===== src/tw_slip_pkg.sv =====
// Shared types and constants for the three-wire UART SLIP deframer.
package tw_slip_pkg;

   localparam int unsigned LIMIT_W = 12;

   localparam logic [7:0] SLIP_END     = 8'hC0;
   localparam logic [7:0] ESC_BYTE     = 8'hDB;
   localparam logic [7:0] ESC_CODE_END = 8'hDC;
   localparam logic [7:0] ESC_CODE_ESC = 8'hDD;

   localparam logic [LIMIT_W-1:0] DATA_LIMIT_RESET = 12'd1024;
   localparam logic [LIMIT_W-1:0] LINK_LIMIT_RESET = 12'd3;

   localparam logic [3:0] TYPE_ACK  = 4'h0;
   localparam logic [3:0] TYPE_CMD  = 4'h1;
   localparam logic [3:0] TYPE_ACL  = 4'h2;
   localparam logic [3:0] TYPE_EVT  = 4'h4;
   localparam logic [3:0] TYPE_ISO  = 4'h5;
   localparam logic [3:0] TYPE_LINK = 4'hF;

   typedef enum logic [0:0] {
      CSR_DATA_LIMIT = 1'b0,
      CSR_LINK_LIMIT = 1'b1
   } csr_index_type;

   typedef enum logic [1:0] {
      PH_HUNT    = 2'd0,
      PH_HEADER  = 2'd1,
      PH_PAYLOAD = 2'd2,
      PH_END     = 2'd3
   } phase_type;

   typedef enum logic [1:0] {
      KIND_DATA = 2'd0,
      KIND_DONE = 2'd1,
      KIND_DROP = 2'd2
   } kind_type;

   typedef enum logic [1:0] {
      DEST_DISCARD = 2'd0,
      DEST_LINK    = 2'd1,
      DEST_HOST    = 2'd2
   } dest_type;

   typedef enum logic [2:0] {
      ERR_NONE     = 3'd0,
      ERR_ESCAPE   = 3'd1,
      ERR_EARLY    = 3'd2,
      ERR_OVERFLOW = 3'd3,
      ERR_NO_END   = 3'd4,
      ERR_SEQUENCE = 3'd5
   } err_type;

   typedef struct packed {
      logic       func;
      logic [7:0] rx_byte;
   } req_type;

   typedef struct packed {
      kind_type           kind;
      logic [7:0]         data_byte;
      logic [3:0]         pkt_type;
      logic               reliable;
      logic [2:0]         seq_num;
      logic [2:0]         peer_ack;
      logic [LIMIT_W-1:0] payload_len;
      dest_type           destination;
      logic               send_ack;
      err_type            error_code;
      logic [2:0]         next_expected_seq;
   } rsp_type;

   function automatic logic type_reliable(input logic [3:0] t);
      return (t == TYPE_CMD) || (t == TYPE_ACL) || (t == TYPE_EVT) || (t == TYPE_ISO);
   endfunction

   function automatic logic type_data(input logic [3:0] t);
      return (t == TYPE_CMD) || (t == TYPE_ACL) || (t == TYPE_ISO);
   endfunction

endpackage


===== src/three_wire_uart_slip_deframer_core.sv =====
// Three-wire UART receive deframer: SLIP unescape, header parse, payload pass-through.
//
// Usage:
//   req channel carries one UART byte per transfer (func = 0) or a link resync
//   command (func = 1) that clears the sequence counters and the parser.
//   rsp channel carries at most one result per input transfer: a payload byte,
//   a packet-complete report with type and routing, or a drop with error code.
//   csr port writes the two payload limits (index 0 data, index 1 link); write
//   them only while no transfer is in flight.
// Timing and throughput:
//   A byte is parsed in the cycle it is accepted; its result is on rsp in the
//   next cycle. One byte can be accepted every cycle when not stalled; the parse
//   is one pass of byte-wide compares, one 12-bit limit compare and decrement.
// Stall behavior:
//   The result register acts as the only buffer. While it holds a result and the
//   receiver stalls, req_stall is raised and the parser state holds; a result
//   taken in the same cycle frees the slot for the next byte at once.
// Reset:
//   Synchronous, active high. The parser hunts for a start delimiter, sequence
//   and counters clear, and the limits return to 1024 (data) and 3 (link).
module three_wire_uart_slip_deframer_core (
   input  logic                   clock,
   input  logic                   reset,
   input  logic                   req_valid,
   output logic                   req_stall,
   input  tw_slip_pkg::req_type   req_data,
   output logic                   rsp_valid,
   input  logic                   rsp_stall,
   output tw_slip_pkg::rsp_type   rsp_data,
   input  logic                   csr_write,
   input  tw_slip_pkg::csr_index_type csr_index,
   input  logic [tw_slip_pkg::LIMIT_W-1:0] csr_wdata
);

   localparam int unsigned LW = tw_slip_pkg::LIMIT_W;

   // Configuration registers
   logic [LW-1:0] data_limit_ff;
   logic [LW-1:0] link_limit_ff;

   // Parser state
   tw_slip_pkg::phase_type phase_ff, phase_in;
   logic                   esc_ff, esc_in;
   logic [1:0]             hcount_ff, hcount_in;
   logic [7:0]             hdr_ff [3];
   logic [7:0]             hdr_in [3];
   logic [LW-1:0]          left_ff, left_in;
   logic [LW-1:0]          pcount_ff, pcount_in;
   logic [2:0]             exp_seq_ff, exp_seq_in;

   // Result register
   logic                   rsp_valid_ff, rsp_valid_in;
   tw_slip_pkg::rsp_type   rsp_data_ff, rsp_data_in;

   logic                   accept;
   logic                   res_valid;

   // Stall only when the result slot is full and not being drained.
   assign req_stall = rsp_valid_ff && rsp_stall;
   assign accept    = req_valid && !req_stall;
   assign rsp_valid = rsp_valid_ff;
   assign rsp_data  = rsp_data_ff;

   always_ff @(posedge clock) begin
      if (reset) begin
         data_limit_ff <= tw_slip_pkg::DATA_LIMIT_RESET;
         link_limit_ff <= tw_slip_pkg::LINK_LIMIT_RESET;
      end else if (csr_write) begin
         case (csr_index)
            tw_slip_pkg::CSR_DATA_LIMIT: data_limit_ff <= csr_wdata;
            tw_slip_pkg::CSR_LINK_LIMIT: link_limit_ff <= csr_wdata;
            default: ;
         endcase
      end
   end

   always_comb begin : parse_step
      logic [7:0]             b;
      logic                   go;
      logic                   drop;
      logic                   drop_hdr;
      tw_slip_pkg::err_type   drop_code;
      logic [3:0]             t;
      logic [3:0]             new_t;
      logic [LW-1:0]          new_len;
      logic [LW-1:0]          limit;

      phase_in    = phase_ff;
      esc_in      = esc_ff;
      hcount_in   = hcount_ff;
      hdr_in      = hdr_ff;
      left_in     = left_ff;
      pcount_in   = pcount_ff;
      exp_seq_in  = exp_seq_ff;
      res_valid   = 1'b0;
      rsp_data_in = '0;

      b         = req_data.rx_byte;
      go        = 1'b0;
      drop      = 1'b0;
      drop_hdr  = 1'b0;
      drop_code = tw_slip_pkg::ERR_NONE;
      t         = hdr_ff[1][3:0];
      new_t     = hdr_ff[1][3:0];
      new_len   = {hdr_ff[2], hdr_ff[1][7:4]};
      limit     = tw_slip_pkg::type_data(t) ? data_limit_ff : link_limit_ff;

      if (accept) begin
         if (req_data.func) begin
            // Resync: clear parser and sequence, no result.
            phase_in   = tw_slip_pkg::PH_HUNT;
            esc_in     = 1'b0;
            hcount_in  = '0;
            left_in    = '0;
            pcount_in  = '0;
            exp_seq_in = '0;
         end else begin
            case (phase_ff)
               tw_slip_pkg::PH_HUNT: begin
                  if (b == tw_slip_pkg::SLIP_END) begin
                     phase_in  = tw_slip_pkg::PH_HEADER;
                     esc_in    = 1'b0;
                     hcount_in = '0;
                     left_in   = '0;
                     pcount_in = '0;
                  end
               end
               tw_slip_pkg::PH_END: begin
                  if (b != tw_slip_pkg::SLIP_END) begin
                     drop      = 1'b1;
                     drop_hdr  = 1'b1;
                     drop_code = tw_slip_pkg::ERR_NO_END;
                  end else if (hdr_ff[0][7] && (hdr_ff[0][2:0] != exp_seq_ff)) begin
                     drop      = 1'b1;
                     drop_hdr  = 1'b1;
                     drop_code = tw_slip_pkg::ERR_SEQUENCE;
                  end else begin
                     // Packet complete: advance expected sequence for reliable types.
                     if (tw_slip_pkg::type_reliable(t)) begin
                        exp_seq_in = exp_seq_ff + 3'd1;
                     end
                     res_valid               = 1'b1;
                     rsp_data_in.kind        = tw_slip_pkg::KIND_DONE;
                     rsp_data_in.pkt_type    = t;
                     rsp_data_in.reliable    = hdr_ff[0][7];
                     rsp_data_in.seq_num     = hdr_ff[0][2:0];
                     rsp_data_in.peer_ack    = hdr_ff[0][5:3];
                     rsp_data_in.payload_len = {hdr_ff[2], hdr_ff[1][7:4]};
                     if (t == tw_slip_pkg::TYPE_LINK) begin
                        rsp_data_in.destination = tw_slip_pkg::DEST_LINK;
                     end else if (tw_slip_pkg::type_data(t)) begin
                        rsp_data_in.destination = tw_slip_pkg::DEST_HOST;
                     end else begin
                        rsp_data_in.destination = tw_slip_pkg::DEST_DISCARD;
                     end
                     rsp_data_in.send_ack = tw_slip_pkg::type_reliable(t);
                     phase_in  = tw_slip_pkg::PH_HUNT;
                     esc_in    = 1'b0;
                     hcount_in = '0;
                     left_in   = '0;
                     pcount_in = '0;
                  end
               end
               default: begin
                  // Header or payload: undo SLIP escapes first.
                  if (esc_ff) begin
                     esc_in = 1'b0;
                     if (b == tw_slip_pkg::ESC_CODE_END) begin
                        b  = tw_slip_pkg::SLIP_END;
                        go = 1'b1;
                     end else if (b == tw_slip_pkg::ESC_CODE_ESC) begin
                        b  = tw_slip_pkg::ESC_BYTE;
                        go = 1'b1;
                     end else begin
                        drop      = 1'b1;
                        drop_hdr  = (phase_ff == tw_slip_pkg::PH_PAYLOAD);
                        drop_code = tw_slip_pkg::ERR_ESCAPE;
                     end
                  end else if (b == tw_slip_pkg::SLIP_END) begin
                     if (phase_ff == tw_slip_pkg::PH_HEADER) begin
                        hcount_in = '0;
                     end else begin
                        drop      = 1'b1;
                        drop_hdr  = 1'b1;
                        drop_code = tw_slip_pkg::ERR_EARLY;
                     end
                  end else if (b == tw_slip_pkg::ESC_BYTE) begin
                     esc_in = 1'b1;
                  end else begin
                     go = 1'b1;
                  end

                  if (go && (phase_ff == tw_slip_pkg::PH_HEADER)) begin
                     if (hcount_ff != 2'd3) begin
                        hdr_in[hcount_ff] = b;
                        hcount_in         = hcount_ff + 2'd1;
                     end else begin
                        // Fourth byte is the header checksum: consume it and decide.
                        hcount_in = '0;
                        new_t     = hdr_ff[1][3:0];
                        new_len   = {hdr_ff[2], hdr_ff[1][7:4]};
                        left_in   = new_len;
                        pcount_in = '0;
                        if ((tw_slip_pkg::type_data(new_t) || (new_t == tw_slip_pkg::TYPE_ACK)
                             || (new_t == tw_slip_pkg::TYPE_LINK)) && (new_len != '0)) begin
                           phase_in = tw_slip_pkg::PH_PAYLOAD;
                        end else begin
                           phase_in = tw_slip_pkg::PH_END;
                        end
                     end
                  end else if (go) begin
                     if (pcount_ff >= limit) begin
                        drop      = 1'b1;
                        drop_hdr  = 1'b1;
                        drop_code = tw_slip_pkg::ERR_OVERFLOW;
                     end else begin
                        pcount_in = pcount_ff + 1'b1;
                        left_in   = left_ff - 1'b1;
                        if (left_ff == {{(LW-1){1'b0}}, 1'b1}) begin
                           phase_in = tw_slip_pkg::PH_END;
                        end
                        res_valid             = 1'b1;
                        rsp_data_in.kind      = tw_slip_pkg::KIND_DATA;
                        rsp_data_in.data_byte = b;
                     end
                  end
               end
            endcase

            if (drop) begin
               // Drop the packet and go back to hunting; the failing byte is not reused.
               phase_in               = tw_slip_pkg::PH_HUNT;
               esc_in                 = 1'b0;
               hcount_in              = '0;
               left_in                = '0;
               pcount_in              = '0;
               res_valid              = 1'b1;
               rsp_data_in            = '0;
               rsp_data_in.kind       = tw_slip_pkg::KIND_DROP;
               rsp_data_in.error_code = drop_code;
               if (drop_hdr) begin
                  rsp_data_in.pkt_type    = t;
                  rsp_data_in.reliable    = hdr_ff[0][7];
                  rsp_data_in.seq_num     = hdr_ff[0][2:0];
                  rsp_data_in.peer_ack    = hdr_ff[0][5:3];
                  rsp_data_in.payload_len = {hdr_ff[2], hdr_ff[1][7:4]};
               end
            end
         end
      end

      rsp_data_in.next_expected_seq = exp_seq_in;
   end

   // Result slot fills on an accepted byte with a result, empties when taken.
   assign rsp_valid_in = accept ? res_valid : (rsp_valid_ff && rsp_stall);

   always_ff @(posedge clock) begin
      if (reset) begin
         phase_ff     <= tw_slip_pkg::PH_HUNT;
         esc_ff       <= 1'b0;
         hcount_ff    <= '0;
         left_ff      <= '0;
         pcount_ff    <= '0;
         exp_seq_ff   <= '0;
         rsp_valid_ff <= 1'b0;
      end else begin
         phase_ff     <= phase_in;
         esc_ff       <= esc_in;
         hcount_ff    <= hcount_in;
         left_ff      <= left_in;
         pcount_ff    <= pcount_in;
         exp_seq_ff   <= exp_seq_in;
         rsp_valid_ff <= rsp_valid_in;
      end
   end

   // Payload registers: header bytes and result data need no reset.
   always_ff @(posedge clock) begin
      hdr_ff <= hdr_in;
      if (accept && res_valid) begin
         rsp_data_ff <= rsp_data_in;
      end
   end

endmodule


===== config.mk =====
export PLATFORM = sky130hd
export DESIGN_NAME = three_wire_uart_slip_deframer_core
export DESIGN_NICKNAME = d
export VERILOG_FILES = /design/src/tw_slip_pkg.sv /design/src/three_wire_uart_slip_deframer_core.sv
export SDC_FILE = /design/constraint.sdc
export NUM_CORES = 1
export LEC_CHECK = 0
export ABC_AREA = 1
export BUFFER_PORTS_ARGS = -buffer_cell sky130_fd_sc_hd__buf_2
export CAP_MARGIN = 20
export CORE_ASPECT_RATIO = 0.7
export CORE_MARGIN = 2
export CORE_UTILIZATION = 61
export CTS_BUF_LIST = sky130_fd_sc_hd__clkbuf_4 sky130_fd_sc_hd__clkbuf_8
export DETAILED_ROUTE_END_ITERATION = 8
export GPL_TIMING_DRIVEN = 0
export PLACE_DENSITY = 0.89
export SETUP_SLACK_MARGIN = 0.02
export SYNTH_ARGS = -nofsm -noshare
export SYNTH_HDL_FRONTEND = slang
export SYNTH_SLANG_ARGS = --single-unit

===== constraint.sdc =====
create_clock -name clock -period 4.3 [get_ports clock]
set_input_delay 0.86 -clock clock [delete_from_list [all_inputs] [get_ports clock]]
set_output_delay 0.86 -clock clock [all_outputs]
set_load 0.05 [all_outputs]

; ---- Yosys cells after proc, flatten, opt, wreduce, memory -nomap -nowiden
; Index checks and enable logic that the tools add are counted.
[op_classes]
eq_ne = 22
n_lt_le_gt_ge = 3
n_mux = 128
addsub = 4
n_reduce_logical = 35
n_bitwise = 8
[ops]
columns = cell, n
row1 = two-way mux 12 bit, 16
row2 = two-way mux 8 bit, 11
row3 = two-way mux 26 bit, 3
row4 = two-way mux 1 bit, 50
row5 = one-hot mux 12 bit (2 select lines), 2
row6 = two-way mux 2 bit, 22
row7 = two-way mux 42 bit, 1
row8 = two-way mux 3 bit, 12
row9 = "equality test 8 bit, second input constant", 4
row10 = bitwise mux 24 bit, 1
row11 = two-way mux 23 bit, 1
row12 = nonzero test 6 bit, 3
row13 = demux 8 bit (select 2 bit), 1
row14 = AND reduction 7 bit, 2
row15 = "adder 12 x 1 -> 12 bit, second input constant", 1
row16 = "equality test 12 x 1 -> 1 bit, second input constant", 1
row17 = greater-or-equal comparator 12 bit, 1
row18 = "!= test 4 bit, second input constant", 3
row19 = "!= test 6 x 3 -> 1 bit, second input constant", 2
row20 = one-hot mux 2 bit (2 select lines), 3
row21 = nonzero test 12 bit, 1
row22 = "subtractor 12 x 1 -> 12 bit, second input constant", 1
row23 = "equality test 4 x 3 -> 1 bit, second input constant", 2
row24 = "!= test 8 bit, second input constant", 1
row25 = other kinds (31), 55
[word_totals]
output_inout_bits = 44
regBits = 123
wordCells = 225
inputBits = 27

; ---- Depth between registers and ports, before layout
; Gate-level depths: netlist (run 1).
[logic_depth]
depth_word = 16
ltp_mapped = 25
ltp_nobuf = 23

; ---- Least setup slack after synthesis (run 1)
; OpenSTA, ideal clock, no wires.
[synth_path]
path_type = register to register
startpoint = register hdr_ff[8] (netlist name)
endpoint = register rsp_data_ff (netlist bit rsp_data[0]) (enable)
period_less_slack_ns = 3.955
path_slack_ns = 0.345
arrival_time_ns = 3.558
stages_incl_launch_ff = 21
setup_time_ns = 0.397
required_time_ns = 3.903
path_buffers = 1
path_cell_list = edfxtp_1 > or2_2 > nand3_1 > nand2_1 > buf_1 > mux2i_1 > ha_1 > nand2_1 > nor2_1 > inv_1 > nor2_1 > nand2_1 > nand2_1 > nand2_4 > nand2_2 > nand3_4 > nand2_1 > inv_1 > nand3_1 > nand2_1 > inv_1
[synth_between]
elab_chain_cells = 15
elab_cells_between_ends = 21
cone_classes = order compare: 1 / eq/ne: 3 / mux: 14 / reduce/logical: 3
[synth_rtl]
columns = item, line_no
row1 = from (decl), three_wire_uart_slip_deframer_core.sv:45  ; logic [7:0] hdr_ff [3];
row2 = from (signal assigned), three_wire_uart_slip_deframer_core.sv:280  ; hdr_ff <= hdr_in;
row3 = equality test 4 x 1 -> 1 bit / equality test 4 x 2 -> 1 bit (equally long branches), tw_slip_pkg.sv:78  ; return (t == TYPE_CMD) || (t == TYPE_ACL) || (t == TYPE_ISO);
row4 = logical OR 1 bit, tw_slip_pkg.sv:78
row5 = logical OR 1 bit (*), tw_slip_pkg.sv:78
row6 = two-way mux 12 bit (*), three_wire_uart_slip_deframer_core.sv:106  ; limit = tw_slip_pkg::type_data(t) ? data_limit_ff : link_limit_ff;
row7 = greater-or-equal comparator 12 bit (*), three_wire_uart_slip_deframer_core.sv:212  ; if (pcount_ff >= limit) begin
row8 = two-way mux 1 bit, three_wire_uart_slip_deframer_core.sv:212
row9 = two-way mux 1 bit, three_wire_uart_slip_deframer_core.sv:211  ; end else if (go) begin
row10 = two-way mux 1 bit, three_wire_uart_slip_deframer_core.sv:193  ; if (go && (phase_ff == tw_slip_pkg::PH_HEADER)) begin
row11 = one-hot mux 1 bit (2 select lines), three_wire_uart_slip_deframer_core.sv:118  ; case (phase_ff)
row12 = two-way mux 1 bit, three_wire_uart_slip_deframer_core.sv:109  ; if (req_data.func) begin
row13 = two-way mux 1 bit, three_wire_uart_slip_deframer_core.sv:108  ; if (accept) begin
row14 = two-way mux 1 bit (*), three_wire_uart_slip_deframer_core.sv:230  ; if (drop) begin
row15 = two-way mux 1 bit (*), three_wire_uart_slip_deframer_core.sv:109
row16 = two-way mux 1 bit (*), three_wire_uart_slip_deframer_core.sv:108
row17 = logical AND 1 bit (*), three_wire_uart_slip_deframer_core.sv:281  ; if (accept && res_valid) begin
row18 = to (signal assigned), three_wire_uart_slip_deframer_core.sv:282  ; rsp_data_ff <= rsp_data_in;
row19 = to (decl), three_wire_uart_slip_deframer_core.sv:53  ; tw_slip_pkg::rsp_type rsp_data_ff, rsp_data_in;
; Mark *: on every way between the ends. The rest lies on a longest branch, timed or not. The select of a mux whose other input is x is not followed.
; A chain may end at the register's enable or synchronous reset.

; ---- Worst setup path in the final report (run 1)
[layout_path]
startpoint = register hdr_ff[11] (netlist name)
endpoint = register rsp_data_ff (netlist bit rsp_data[35]) (enable)
; Same word-level chain as after synthesis.

==> out/summary.log, run 1 <==
qor: final_layout.sequential_cell_area 3090 um2
qor: final_layout.num-fill-cells 689
qor: route.routed_wire_length_per_instance 16.4 um
qor: final_layout.final_cell_area 7270 um2
qor: logic_synthesis.async_reset_ff_share 0%
qor: critical_path.cp_startpoint_kind register
qor: logic_synthesis.synth.area.mux_share 1.76%
qor: logic_synthesis.largest_family_of_logic_cells_by_synthesized_area simple AND/OR/NAND/NOR gates
qor: route.postRouteWirelength 15.9 mm
qor: power_and_ir_drop.swShare 37.8%
qor: flow_run.timing.max_cap.violations 0
qor: logic_synthesis.synthFlopType sky130_fd_sc_hd__edfxtp_1
qor: power_and_ir_drop.pwr-share-comb 34.1%
qor: power_and_ir_drop.static-leakage-power 3.12 nW
qor: sta.totalNegativeSetupSlack 0 ns
qor: critical_path.critical_path_arrival 4.18 ns
qor: critical_path.cp_max_fo 28
qor: logic_synthesis.post-synth-top-count-cell sky130_fd_sc_hd__nand2_1
qor: clock_tree.clock_insertion_delay_worst_skew 0.46 ns
qor: route.drcViolationCount 0
qor: power_and_ir_drop.cellPowerDensity 542 nW/um2
qor: placed_design.dp_hpwl 11.4 mm
qor: floorplan.die_w 125 um
qor: logic_synthesis.nets_in_the_synthesized_netlist 787
qor: clock_tree.clk_pin_slew 0.07 ns
qor: route.routed-via-count 5567
qor: sta.period_share 92.6%
qor: status.run_status complete, no violations
qor: hold_path.min-delay-path-class register to register
qor: logic_synthesis.synth.avg_cell_area 8.51 um2
qor: logic_synthesis.synthAdderAreaFrac 4.79%
qor: grt.overflow 0
qor: logic_synthesis.synth_area_leader_cell sky130_fd_sc_hd__edfxtp_1
qor: final_layout.multiInputGateArea 2730 um2
qor: logic_synthesis.synth.yosys.seq_area_share 49.4%
qor: sta.worst_clock_skew 0.0185 ns
qor: floorplan.coreArea 9830 um2
qor: grt.global_route.usage.total 29.3%
qor: final_layout.num_antenna_cells 0
qor: grt.vias_in_the_first_global_route 5228
qor: clock_tree.cts_sinks 122
qor: grt.grt_pass1_wl 25.2 mm
qor: final_layout.finalCoreUtilization 73.9%
qor: route.avgViaCountPerCell 5.74
qor: clock_tree.cts_inserted_buffers 17
qor: logic_synthesis.synthesis.instances 736
qor: route.ant_nets 0
qor: power_and_ir_drop.clock_power_share 28.7%
qor: critical_path.r2r_setup_slack 0.32 ns
qor: logic_synthesis.ys.warnings.count 0
qor: final_layout.design.final.nets 880
qor: critical_path.worstPathRequired 4.49 ns
qor: critical_path.worst_setup_path_type register to register
qor: sta.final.min_clock_period 3.98 ns
qor: sta.worst-slew-pin-transition 0.802 ns
qor: power_and_ir_drop.sequentialPowerShare 37.1%
qor: floorplan.floorplan.die.height 88.8 um
qor: sta.timing.final.max_slew_violations 0
qor: sta.grt_setup_unrepaired false
qor: power_and_ir_drop.ir_drop 0.000316 V
qor: logic_synthesis.post_synth_edffs 65
qor: grt.antenna_found_initial 0
qor: clock_tree.cts.root.buffer_cell sky130_fd_sc_hd__clkbuf_8
qor: clock_tree.clock_tree.buffer_depth 2
qor: logic_synthesis.post_synth_xor_area_fraction 2.94%
qor: final_layout.drive_above_1_share 18.6%
qor: grt.pin_count_of_the_biggest_net_entering_global_routing 29
qor: logic_synthesis.yosys.area_share.simple 24.6%
qor: logic_synthesis.synth_common_cells 147 x sky130_fd_sc_hd__nand2_1, 120 x sky130_fd_sc_hd__nor2_1, 70 x sky130_fd_sc_hd__inv_1, 65 x sky130_fd_sc_hd__edfxtp_1, 57 x sky130_fd_sc_hd__dfxtp_1
qor: floorplan.io_pins 71
qor: placed_design.gp_congestion 0.939
qor: final_layout.area_growth_syn_to_layout 16.0%
qor: floorplan.std_cell_rows 30
qor: sta.relative_slew_margins 46.0%
qor: floorplan.die-area 11100 um2
qor: power_and_ir_drop.internal_power 2.45 mW
qor: clock_tree.cts_tree done
qor: logic_synthesis.yosys-top-cells-area sky130_fd_sc_hd__edfxtp_1 31%, sky130_fd_sc_hd__dfxtp_1 18%, sky130_fd_sc_hd__nand2_1 8.8%
qor: clock_tree.htree_num_levels 4
qor: route.detail_route.first_pass.iterations 9
qor: logic_synthesis.synth_compound_area_share 9.43%
qor: logic_synthesis.number_of_unique_standard_cell_types_used_by_synthesis 41
qor: logic_synthesis.post_synth_top_area_share 31.2%
qor: route.detail_route.iter0.violations 763
qor: sta.fmax 251 MHz
qor: sta.setup_viol 0
qor: placed_design.portBuffers 69
qor: power_and_ir_drop.switching_power 1.49 mW
qor: floorplan.starting_density_of_the_core 63.7%
qor: critical_path.crit_path_end_kind register
qor: logic_synthesis.synth_area 6260 um2
qor: placed_design.place_area 6800 um2
qor: logic_synthesis.postSynthRegisterBits 122
qor: sta.final_hold_viol_count 0
==> layer usage <==
layer	share of wire, %	wire (um)	track usage, %	up-vias
li1	-	-	-	2612
met1	42	6670	39.2	2592
met2	46	7260	46.6	321
met3	10	1670	7.13	42
met4	2.2	348	12.0	0
met5	0	0	0	-
==> stage by stage <==
step	power (mW)	setup WS (ns)	hold slack (ns)	cells
floorplan	2.46	0.345	0.429	736
global route	4.11	0.0507	0.499	970
CTS	3.89	0.0863	0.477	966
global placement	2.70	-0.421	0.440	933
finish	3.94	0.318	0.476	970
detailed placement	2.77	-0.118	0.458	934
==> registers in the layout (all words and copies together), names as in the netlist <==
signal         count
rsp_data          42
hdr_ff            23
data_limit_ff     12
left_ff           12
link_limit_ff     12
pcount_ff         12
exp_seq_ff         3
hcount_ff          2
phase_ff           2
esc_ff             1
rsp_valid          1
==> worst paths after layout <==
check                                                     from                        endpoint  cells past startpoint
worst max register to register            hdr_ff[11]$_DFFE_PP_      rsp_data[35]$_SDFFCE_PP0P_                     19
worst max-delay path                      hdr_ff[11]$_DFFE_PP_      rsp_data[35]$_SDFFCE_PP0P_                     19
worst min register to register  data_limit_ff[10]$_SDFFE_PP1P_  data_limit_ff[10]$_SDFFE_PP1P_                      2
worst min-delay path            data_limit_ff[10]$_SDFFE_PP1P_  data_limit_ff[10]$_SDFFE_PP1P_                      2
==> cell usage in the layout, fill, tap and decap left out, types with 12 or more instances in the layout <==
cell type	instances
sky130_fd_sc_hd__o21ai_0	30
sky130_fd_sc_hd__nor2_1	120
sky130_fd_sc_hd__nor3_1	12
sky130_fd_sc_hd__edfxtp_1	65
sky130_fd_sc_hd__ha_1	24
sky130_fd_sc_hd__clkbuf_8	18
sky130_fd_sc_hd__buf_2	77
sky130_fd_sc_hd__nand2_1	147
sky130_fd_sc_hd__clkbuf_1	17
sky130_fd_sc_hd__a21oi_1	49
sky130_fd_sc_hd__inv_1	69
sky130_fd_sc_hd__dfxtp_1	57
sky130_fd_sc_hd__xor2_1	13
sky130_fd_sc_hd__nand3_1	31
==> what timing repair did <==
item / in CTS / in global routing
endpoints found under the setup margin: 42 / 42
setup buffers: 0 / 4
hold buffers: 0 / 0
resized for setup: 1 / 1
==> worst max-delay path: stages (launching register included) <==
cell	delay (ns)
sky130_fd_sc_hd__edfxtp_1	0.47
sky130_fd_sc_hd__nor2_1	0.17
sky130_fd_sc_hd__nand3_1	0.12
sky130_fd_sc_hd__nand2_1	0.25
sky130_fd_sc_hd__buf_2	0.36
sky130_fd_sc_hd__mux2i_1	0.28
sky130_fd_sc_hd__ha_1	0.28
sky130_fd_sc_hd__a21oi_1	0.16
sky130_fd_sc_hd__nand2_1	0.08
sky130_fd_sc_hd__a21oi_1	0.14
sky130_fd_sc_hd__nand2_1	0.15
sky130_fd_sc_hd__nand2_4	0.12
sky130_fd_sc_hd__nand2_2	0.08
sky130_fd_sc_hd__nand3_4	0.11
sky130_fd_sc_hd__nand2_1	0.14
sky130_fd_sc_hd__inv_1	0.15
sky130_fd_sc_hd__nand3_1	0.08
sky130_fd_sc_hd__nand2_1	0.15
sky130_fd_sc_hd__clkinvlp_4	0.21
sky130_fd_sc_hd__buf_16	0.22
==> final cells by class <==
class | count | area share [%]
Buffer | 29 | 2.17
Clock buffer | 20 | 3.62
Clock inverter | 12 | 2.34
Inverter | 76 | 4.05
Multi-Input combinational cell | 509 | 37.5
Sequential cell | 122 | 42.6
Tap cell | 128 | 2.20
Timing Repair Buffer | 74 | 5.55
==> power by group through the flow <==
stage	clock network [mW]	registers, mW	logic [mW]
floorplan	0	1.64	0.826
global placement	0	1.48	1.22
detailed placement	0	1.48	1.29
CTS	1.13	1.46	1.30
global route	1.17	1.48	1.46
finish	1.13	1.46	1.34
==> cell families after synthesis <==
group	Yosys count
XOR/XNOR	21
adder cells (fa/ha/maj)	24
AO/OA/AOI/OAI	106
AND/OR/NAND/NOR	347
flip-flops	122
multiplexers	11
buffers and inverters	105
(Power assumes the default switching activity.)
==> run 2, diff against run 1 <==
PLACE_DENSITY = 0.83   (was 0.89)
==> run 2 against run 1 <==
  * Register-to-register slack lost 0.11 ns
  * Critical endpoint is now rsp_data[6]$_SDFFCE_PP0P_
  * Worst setup slack got worse by 0.11 ns
  * Clock skew down 0.0039 ns
  * Non-clock buffer count up 5
  * Clock power barely moved
  * Power is 0.25% higher
  * Sequential power about the same
  * Core utilization up 0.62 points
  * Largest cell class unchanged
  * Hold slack better by 0.013 ns
==> out/summary.log, run 2 (synthesis gave the netlist of run 1 again) <==
qor: grt.vias_in_the_first_global_route 5184 [was 5228]
qor: placed_design.dp_hpwl 11.5 mm [was 11.4 mm]
qor: floorplan.floorplan.die.height 88.8 um [unchanged]
qor: power_and_ir_drop.static-leakage-power 3.15 nW [was 3.12 nW]
qor: final_layout.layout_commonest_cell sky130_fd_sc_hd__nand2_1 [unchanged]
qor: sta.fmax 244 MHz [was 251 MHz]
qor: grt.pin_count_of_the_biggest_net_entering_global_routing 28 [was 29]
qor: final_layout.area_growth_syn_to_layout 17.0% [was 16.0%]
qor: sta.final_hold_viol_count 0 [unchanged]
qor: route.detail_route.first_pass.iterations 8 [was 9]
qor: clock_tree.post_cts_hold_buffer_count 0 [unchanged]
qor: route.avgViaCountPerCell 5.67 [was 5.74]
qor: clock_tree.cts.root.buffer_cell sky130_fd_sc_hd__clkbuf_8 [unchanged]
qor: route.routed-via-count 5537 [was 5567]
qor: final_layout.design.final.nets 886 [was 880]
qor: floorplan.std_cell_rows 30 [unchanged]
qor: placed_design.gp_congestion 0.923 [was 0.939]
qor: critical_path.worst_r2r_startpoint hdr_ff[8]$_DFFE_PP_ [was hdr_ff[11]$_DFFE_PP_]
qor: route.ant_nets 0 [unchanged]
qor: critical_path.ff2ff_path_depth 21 [was 19]
qor: sta.grt_setup_unrepaired false [unchanged]
qor: sta.timing.final.max_slew_violations 0 [unchanged]
qor: placed_design.dp.cells 934 [unchanged]
qor: critical_path.worstPathRequired 4.50 ns [was 4.49 ns]
qor: critical_path.crit_path_end_kind register [unchanged]
qor: route.routed_wire_length_per_instance 16.5 um [was 16.4 um]
qor: final_layout.sequential_cell_area 3090 um2 [unchanged]
qor: power_and_ir_drop.swShare 37.8% [about the same]
qor: critical_path.r2r_setup_slack 0.21 ns [was 0.32 ns]
qor: flow_run.timing.max_cap.violations 0 [unchanged]
qor: critical_path.rr_endpoint rsp_data[6]$_SDFFCE_PP0P_ [was rsp_data[35]$_SDFFCE_PP0P_]
qor: final_layout.num_antenna_cells 0 [unchanged]
qor: clock_tree.cts_sinks 122 [unchanged]
qor: final_layout.flip_flop_count_of_the_largest_register_after_layout 42 [unchanged]
qor: grt.antenna_found_initial 0 [unchanged]
qor: floorplan.starting_density_of_the_core 63.7% [unchanged]
qor: critical_path.cp_startpoint_kind register [unchanged]
qor: sta.worst_clock_skew 0.0146 ns [was 0.0185 ns]
qor: power_and_ir_drop.sequentialPowerShare 37.1% [about the same]
qor: critical_path.cp_max_fo 10 [was 28]
qor: floorplan.coreArea 9830 um2 [unchanged]
qor: critical_path.cp-endpoint rsp_data[6]$_SDFFCE_PP0P_ [was rsp_data[35]$_SDFFCE_PP0P_]
qor: sta.relative_slew_margins 46.7% [was 46.0%]
qor: clock_tree.clock_insertion_delay_worst_skew 0.43 ns [was 0.46 ns]
qor: sta.period_share 95.1% [was 92.6%]
qor: power_and_ir_drop.pwr-share-comb 34.1% [about the same]
qor: final_layout.multiInputGateArea 2730 um2 [about the same]
qor: floorplan.die_w 125 um [unchanged]
qor: clock_tree.clock_tree.buffer_depth 2 [unchanged]
qor: final_layout.drive_above_1_share 19.6% [was 18.6%]
qor: power_and_ir_drop.clock_power_share 28.8% [was 28.7%]
qor: grt.overflow 0 [unchanged]
qor: route.detail_route.iter0.violations 722 [was 763]
qor: floorplan.die-area 11100 um2 [unchanged]
qor: grt.grt_pass1_wl 25.4 mm [was 25.2 mm]
qor: sta.worst-slew-pin-transition 0.791 ns [was 0.802 ns]
qor: clock_tree.cts_inserted_buffers 17 [unchanged]
qor: final_layout.num-fill-cells 739 [was 689]
qor: power_and_ir_drop.internal_power 2.46 mW [was 2.45 mW]
qor: power_and_ir_drop.switching_power 1.49 mW [about the same]
qor: final_layout.final-instance-count-excl-fill 976 [was 970]
qor: sta.final.min_clock_period 4.09 ns [was 3.98 ns]
qor: placed_design.portBuffers 69 [unchanged]
qor: sta.worst_hold_slack 0.490 ns [was 0.476 ns]
qor: route.drcViolationCount 0 [unchanged]
qor: sta.totalNegativeSetupSlack 0 ns [unchanged]
qor: hold_path.min-delay-path-class register to register [unchanged]
qor: status.run_status complete, no violations [unchanged]
qor: clock_tree.cts_tree done [unchanged]
qor: critical_path.startpoint hdr_ff[8]$_DFFE_PP_ [was hdr_ff[11]$_DFFE_PP_]
qor: final_layout.commonest_cells_after_routing_fill_and_taps_aside 147 x sky130_fd_sc_hd__nand2_1, 120 x sky130_fd_sc_hd__nor2_1, 76 x sky130_fd_sc_hd__buf_2, 69 x sky130_fd_sc_hd__inv_1, 65 x sky130_fd_sc_hd__edfxtp_1 [was 147 x sky130_fd_sc_hd__nand2_1, 120 x sky130_fd_sc_hd__nor2_1, 77 x sky130_fd_sc_hd__buf_2, 69 x sky130_fd_sc_hd__inv_1, 65 x sky130_fd_sc_hd__edfxtp_1]
qor: clock_tree.clk_pin_slew 0.07 ns [about the same]
qor: sta.setup_viol 0 [unchanged]
qor: grt.global_route.usage.total 29.4% [was 29.3%]
qor: power_and_ir_drop.cellPowerDensity 539 nW/um2 [was 542 nW/um2]
qor: route.postRouteWirelength 16.1 mm [was 15.9 mm]
qor: critical_path.worst_setup_path_type register to register [unchanged]
qor: critical_path.critical_path_arrival 4.29 ns [was 4.18 ns]
qor: clock_tree.htree_num_levels 4 [unchanged]
qor: floorplan.io_pins 71 [unchanged]
qor: power_and_ir_drop.ir_drop 0.000293 V [was 0.000316 V]
## run 2: cell count changes in the layout (fill, tap and decap cells not counted), sizes merged
cell | before | now
clkinv | 6 | 8
inv | 75 | 76
buf | 86 | 90
clkinvlp | 3 | 2
## run 2: worst min path at each step
| stage | startpoint | end | slack (ns) | cells past startpoint |
|---|---|---|---|---|
| floorplan | data_limit_ff[10]$_SDFFE_PP1P_ | data_limit_ff[10]$_SDFFE_PP1P_ | 0.43 | 2 |
| global placement | data_limit_ff[10]$_SDFFE_PP1P_ | data_limit_ff[10]$_SDFFE_PP1P_ | 0.44 | 2 |
| detailed placement | data_limit_ff[10]$_SDFFE_PP1P_ | data_limit_ff[10]$_SDFFE_PP1P_ | 0.47 | 2 |
| CTS | data_limit_ff[10]$_SDFFE_PP1P_ | data_limit_ff[10]$_SDFFE_PP1P_ | 0.48 | 2 |
| global route | data_limit_ff[10]$_SDFFE_PP1P_ | data_limit_ff[10]$_SDFFE_PP1P_ | 0.50 | 2 |
| finish | data_limit_ff[10]$_SDFFE_PP1P_ | data_limit_ff[10]$_SDFFE_PP1P_ | 0.49 | 2 |
## run 2: power by group through the flow
stage               Sequential, mW  Clock, mW  Combinational [mW]
finish                        1.47       1.14                1.34
global route                  1.47       1.20                1.48
CTS                           1.46       1.14                1.30
detailed placement            1.49          0                1.29
global placement              1.48          0                1.24
floorplan                     1.64          0               0.826
## run 2: per-layer routing
metal  vias up  GRT usage, %  wire length (um)
met5         -             0                 0
met4         0          10.8               255
met3        31          6.59              1500
met2       290          46.2              7170
met1      2589          40.8              7160
li1       2627             -                 -
## run 2: critical path: stages (launching register included)
cell and delay, ns:
sky130_fd_sc_hd__edfxtp_1 0.45, sky130_fd_sc_hd__or2_2 0.33, sky130_fd_sc_hd__nand3_1 0.12, sky130_fd_sc_hd__nand2_1 0.20, sky130_fd_sc_hd__clkbuf_4 0.29, sky130_fd_sc_hd__mux2i_2 0.29
sky130_fd_sc_hd__ha_1 0.30, sky130_fd_sc_hd__nand2_1 0.08, sky130_fd_sc_hd__nand2_1 0.05, sky130_fd_sc_hd__nand2_1 0.05, sky130_fd_sc_hd__nand2_1 0.05, sky130_fd_sc_hd__a21oi_1 0.12
sky130_fd_sc_hd__nand2_1 0.13, sky130_fd_sc_hd__nand2_4 0.11, sky130_fd_sc_hd__nand2_2 0.08, sky130_fd_sc_hd__nand3_4 0.11, sky130_fd_sc_hd__nand2_1 0.15, sky130_fd_sc_hd__inv_1 0.15
sky130_fd_sc_hd__nand3_1 0.09, sky130_fd_sc_hd__nand2_1 0.18, sky130_fd_sc_hd__clkinvlp_2 0.30, sky130_fd_sc_hd__buf_4 0.22
## run 2: cell type report
| class | count | area share [%] |
|---|---|---|
| Sequential cell | 122 | 42.2 |
| Multi-Input combinational cell | 509 | 37.3 |
| Inverter | 76 | 4.01 |
| Tap cell | 128 | 2.19 |
| Timing Repair inverter | 1 | 0.0683 |
| Timing Repair Buffer | 79 | 6.01 |
| Buffer | 29 | 2.19 |
| Clock buffer | 19 | 3.40 |
| Clock inverter | 13 | 2.63 |
## run 2: stage by stage
stage / utilization, % / worst slack [ns] / cell area, um2 / power, mW
after floorplan: - / 0.345 / 6260 / 2.46
after detailed placement: 69.1 / -0.170 / 6800 / 2.77
after global routing: 74.5 / 0.00500 / 7330 / 4.15
after CTS: 73.6 / 0.0681 / 7240 / 3.90
final: 74.5 / 0.209 / 7330 / 3.95
after global placement: 68.8 / -0.485 / 6770 / 2.72
## run 2: what timing repair did
| action | CTS | global route |
|---|---|---|
| resized for setup | 1 | 4 |
| gates cloned | 0 | 1 |
| buffers inserted | 0 | 9 |
| pin swaps | 0 | 1 |
| endpoints found under the setup margin | 37 | 47 |
==> run 3, diff against run 2 <==
CELL_PAD_IN_SITES_DETAIL_PLACEMENT = 0   (was not set)
CELL_PAD_IN_SITES_GLOBAL_PLACEMENT = 1   (was not set)
CORE_UTILIZATION = 46   (was 61)
HOLD_SLACK_MARGIN = 0.02   (was not set)
PLACE_DENSITY = not set   (was 0.83)
PLACE_DENSITY_LB_ADDON = 0.1   (was not set)
==> run 3 against run 2 <==
  * Flip-flop and latch count stayed put
  * Routed wire length increased by 0.28%
  * Highest routed layer unchanged
  * First-iteration DRC count down 56%
  * Critical path type unchanged
  * Power down 0.59%
  * Maximum frequency rose by 2.5%
  * Final area hardly changed
==> out/summary.log, run 3 (synthesis gave the netlist of run 1 again) <==
qor: critical_path.worst_r2r_startpoint hdr_ff[8]$_DFFE_PP_ [unchanged]
qor: final_layout.drive_above_1_share 18.5% [was 19.6%]
qor: final_layout.design.final.nets 879 [was 886]
qor: power_and_ir_drop.total_power 3.92 mW [was 3.95 mW]
qor: sta.worst-slew-pin-transition 0.813 ns [was 0.791 ns]
qor: hold_path.min_delay_worst_endpoint data_limit_ff[10]$_SDFFE_PP1P_ [unchanged]
qor: sta.relative_slew_margins 45.6% [was 46.7%]
qor: clock_tree.cts_tree done [unchanged]
qor: grt.vias_in_the_first_global_route 4832 [was 5184]
qor: critical_path.r2r_setup_slack 0.31 ns [was 0.21 ns]
qor: critical_path.ff2ff_path_depth 19 [was 21]
qor: critical_path.critical_path_arrival 4.17 ns [was 4.29 ns]
qor: status.run_status complete, no violations [unchanged]
qor: final_layout.num_antenna_cells 0 [unchanged]
qor: clock_tree.cts.root.buffer_cell sky130_fd_sc_hd__clkbuf_8 [unchanged]
qor: route.routed-via-count 5212 [was 5537]
qor: placed_design.dp.cells 991 [was 934]
qor: power_and_ir_drop.static-leakage-power 3.10 nW [was 3.15 nW]
qor: sta.final_hold_viol_count 0 [unchanged]
qor: route.avgViaCountPerCell 5.08 [was 5.67]
qor: floorplan.floorplan.die.height 102 um [was 88.8 um]
qor: clock_tree.clk_pin_slew 0.07 ns [about the same]
qor: sta.grt_setup_unrepaired false [unchanged]
qor: clock_tree.clock_insertion_delay_worst_skew 0.44 ns [was 0.43 ns]
qor: floorplan.coreArea 13200 um2 [was 9830 um2]
qor: route.detail_route.first_pass.iterations 6 [was 8]
qor: route.routed_wire_length_per_instance 15.7 um [was 16.5 um]
qor: placed_design.portBuffers 69 [unchanged]
qor: grt.antenna_found_initial 0 [unchanged]
qor: floorplan.starting_density_of_the_core 47.4% [was 63.7%]
qor: floorplan.die_w 143 um [was 125 um]
qor: route.ant_nets 0 [unchanged]
qor: grt.grt_pass1_wl 25.6 mm [was 25.4 mm]
qor: final_layout.final-instance-count-excl-fill 1025 [was 976]
qor: critical_path.worstPathRequired 4.48 ns [was 4.50 ns]
qor: final_layout.layout_commonest_cell sky130_fd_sc_hd__nand2_1 [unchanged]
qor: critical_path.crit_path_end_kind register [unchanged]
qor: sta.worst_clock_skew 0.0108 ns [was 0.0146 ns]
qor: critical_path.cp_max_fo 10 [unchanged]
qor: sta.setup_viol 0 [unchanged]
qor: route.detail_route.iter0.violations 319 [was 722]
qor: final_layout.final_cell_area 7330 um2 [about the same]
qor: sta.period_share 92.8% [was 95.1%]
qor: hold_path.hold_depth 2 [unchanged]
qor: final_layout.finalCoreUtilization 55.4% [was 74.5%]
qor: final_layout.flip_flop_count_of_the_largest_register_after_layout 42 [unchanged]
qor: placed_design.place_area 6870 um2 [was 6800 um2]
qor: critical_path.rr_endpoint rsp_data[35]$_SDFFCE_PP0P_ [was rsp_data[6]$_SDFFCE_PP0P_]
qor: route.postRouteWirelength 16.1 mm [about the same]
qor: clock_tree.cts_inserted_buffers 17 [unchanged]
qor: clock_tree.post_cts_hold_buffer_count 0 [unchanged]
qor: route.drcViolationCount 0 [unchanged]
qor: critical_path.worst_setup_path_type register to register [unchanged]
qor: clock_tree.htree_num_levels 4 [unchanged]
qor: power_and_ir_drop.ir_drop 0.000217 V [was 0.000293 V]
qor: floorplan.std_cell_rows 35 [was 30]
qor: final_layout.area_growth_syn_to_layout 17.0% [about the same]
qor: clock_tree.cts_sinks 122 [unchanged]
qor: placed_design.gp_congestion 0.880 [was 0.923]
qor: power_and_ir_drop.cellPowerDensity 536 nW/um2 [was 539 nW/um2]
qor: hold_path.min-delay-path-class register to register [unchanged]
qor: grt.pin_count_of_the_biggest_net_entering_global_routing 28 [unchanged]
qor: sta.totalNegativeSetupSlack 0 ns [unchanged]
qor: placed_design.dp_hpwl 12.3 mm [was 11.5 mm]
qor: floorplan.io_pins 71 [unchanged]
qor: sta.fmax 251 MHz [was 244 MHz]
qor: final_layout.commonest_cells_after_routing_fill_and_taps_aside 147 x sky130_fd_sc_hd__nand2_1, 120 x sky130_fd_sc_hd__nor2_1, 77 x sky130_fd_sc_hd__buf_2, 69 x sky130_fd_sc_hd__inv_1, 65 x sky130_fd_sc_hd__edfxtp_1 [was 147 x sky130_fd_sc_hd__nand2_1, 120 x sky130_fd_sc_hd__nor2_1, 76 x sky130_fd_sc_hd__buf_2, 69 x sky130_fd_sc_hd__inv_1, 65 x sky130_fd_sc_hd__edfxtp_1]
qor: hold_path.min-delay-start data_limit_ff[10]$_SDFFE_PP1P_ [unchanged]
qor: sta.timing.final.max_slew_violations 0 [unchanged]
qor: sta.final.min_clock_period 3.99 ns [was 4.09 ns]
qor: clock_tree.clock_tree.buffer_depth 2 [unchanged]
qor: floorplan.die-area 14600 um2 [was 11100 um2]
qor: grt.overflow 0 [unchanged]
qor: critical_path.cp_startpoint_kind register [unchanged]
qor: flow_run.timing.max_cap.violations 0 [unchanged]
qor: grt.global_route.usage.total 23.3% [was 29.4%]
run 3: final cells by class:
class	count	area, um2
Buffer	29	158
Fill cell	1283	5900
Sequential cell	122	3090
Clock buffer	17	234
Inverter	76	294
Multi-Input combinational cell	509	2730
Tap cell	185	231
Timing Repair Buffer	73	395
Clock inverter	14	198
run 3: metal layers:
| layer | part of all wire (%) | track usage [%] | wire [um] | vias up |
|---|---|---|---|---|
| met5 | 0 | 0 | 0 | - |
| met3 | 7.2 | 5.77 | 1170 | 18 |
| met1 | 52 | 37.2 | 8460 | 2423 |
| met2 | 39 | 31.6 | 6370 | 171 |
| met4 | 0.81 | 4.68 | 131 | 0 |
| li1 | - | - | - | 2600 |
run 3: worst max-delay path by stage:
stage                     cells after the start                          to            startpoint  slack, ns
after floorplan                              20       rsp_data[0]$_DFFE_PP_   hdr_ff[8]$_DFFE_PP_       0.35
after global placement                       20       rsp_data[0]$_DFFE_PP_  hdr_ff[11]$_DFFE_PP_      -0.68
after detailed placement                     21       rsp_data[0]$_DFFE_PP_  hdr_ff[11]$_DFFE_PP_      -0.33
after CTS                                    21       rsp_data[1]$_DFFE_PP_  hdr_ff[11]$_DFFE_PP_       0.13
after global routing                         19  rsp_data[35]$_SDFFCE_PP0P_   hdr_ff[8]$_DFFE_PP_       0.04
final                                        19  rsp_data[35]$_SDFFCE_PP0P_   hdr_ff[8]$_DFFE_PP_       0.31
run 3: timing repair:
action,4_1_cts,5_1_grt
gates resized for setup,2,0
buffers inserted,0,3
setup endpoints to repair,42,42
run 3: report_power, final:
part | internal [mW] | switching (mW) | total, mW
Combinational | 0.418 | 0.919 | 1.34
Sequential | 1.37 | 0.0892 | 1.46
Clock | 0.631 | 0.495 | 1.13
Total | 2.42 | 1.50 | 3.92
run 3: metrics by stage:
step	worst slack [ns]	hold slack [ns]
floorplan	0.345	0.429
global placement	-0.682	0.441
detailed placement	-0.332	0.448
CTS	0.133	0.467
global route	0.0383	0.485
finish	0.309	0.466
run 3: worst max-delay path: stages, from the launching register on:
cell	delay (ns)
sky130_fd_sc_hd__edfxtp_1	0.46
sky130_fd_sc_hd__or2_2	0.34
sky130_fd_sc_hd__nand3_1	0.09
sky130_fd_sc_hd__nand2_1	0.20
sky130_fd_sc_hd__buf_2	0.31
sky130_fd_sc_hd__mux2i_1	0.17
sky130_fd_sc_hd__ha_1	0.31
sky130_fd_sc_hd__nand2_1	0.09
sky130_fd_sc_hd__nor2_1	0.20
sky130_fd_sc_hd__inv_1	0.06
sky130_fd_sc_hd__nor2_1	0.10
sky130_fd_sc_hd__nand2_1	0.05
sky130_fd_sc_hd__nand2_1	0.16
sky130_fd_sc_hd__nand2_4	0.09
sky130_fd_sc_hd__nand2_2	0.10
sky130_fd_sc_hd__nand3_4	0.13
sky130_fd_sc_hd__nand3_1	0.14
sky130_fd_sc_hd__clkinv_1	0.28
sky130_fd_sc_hd__nand4_1	0.38
sky130_fd_sc_hd__nor3_1	0.09
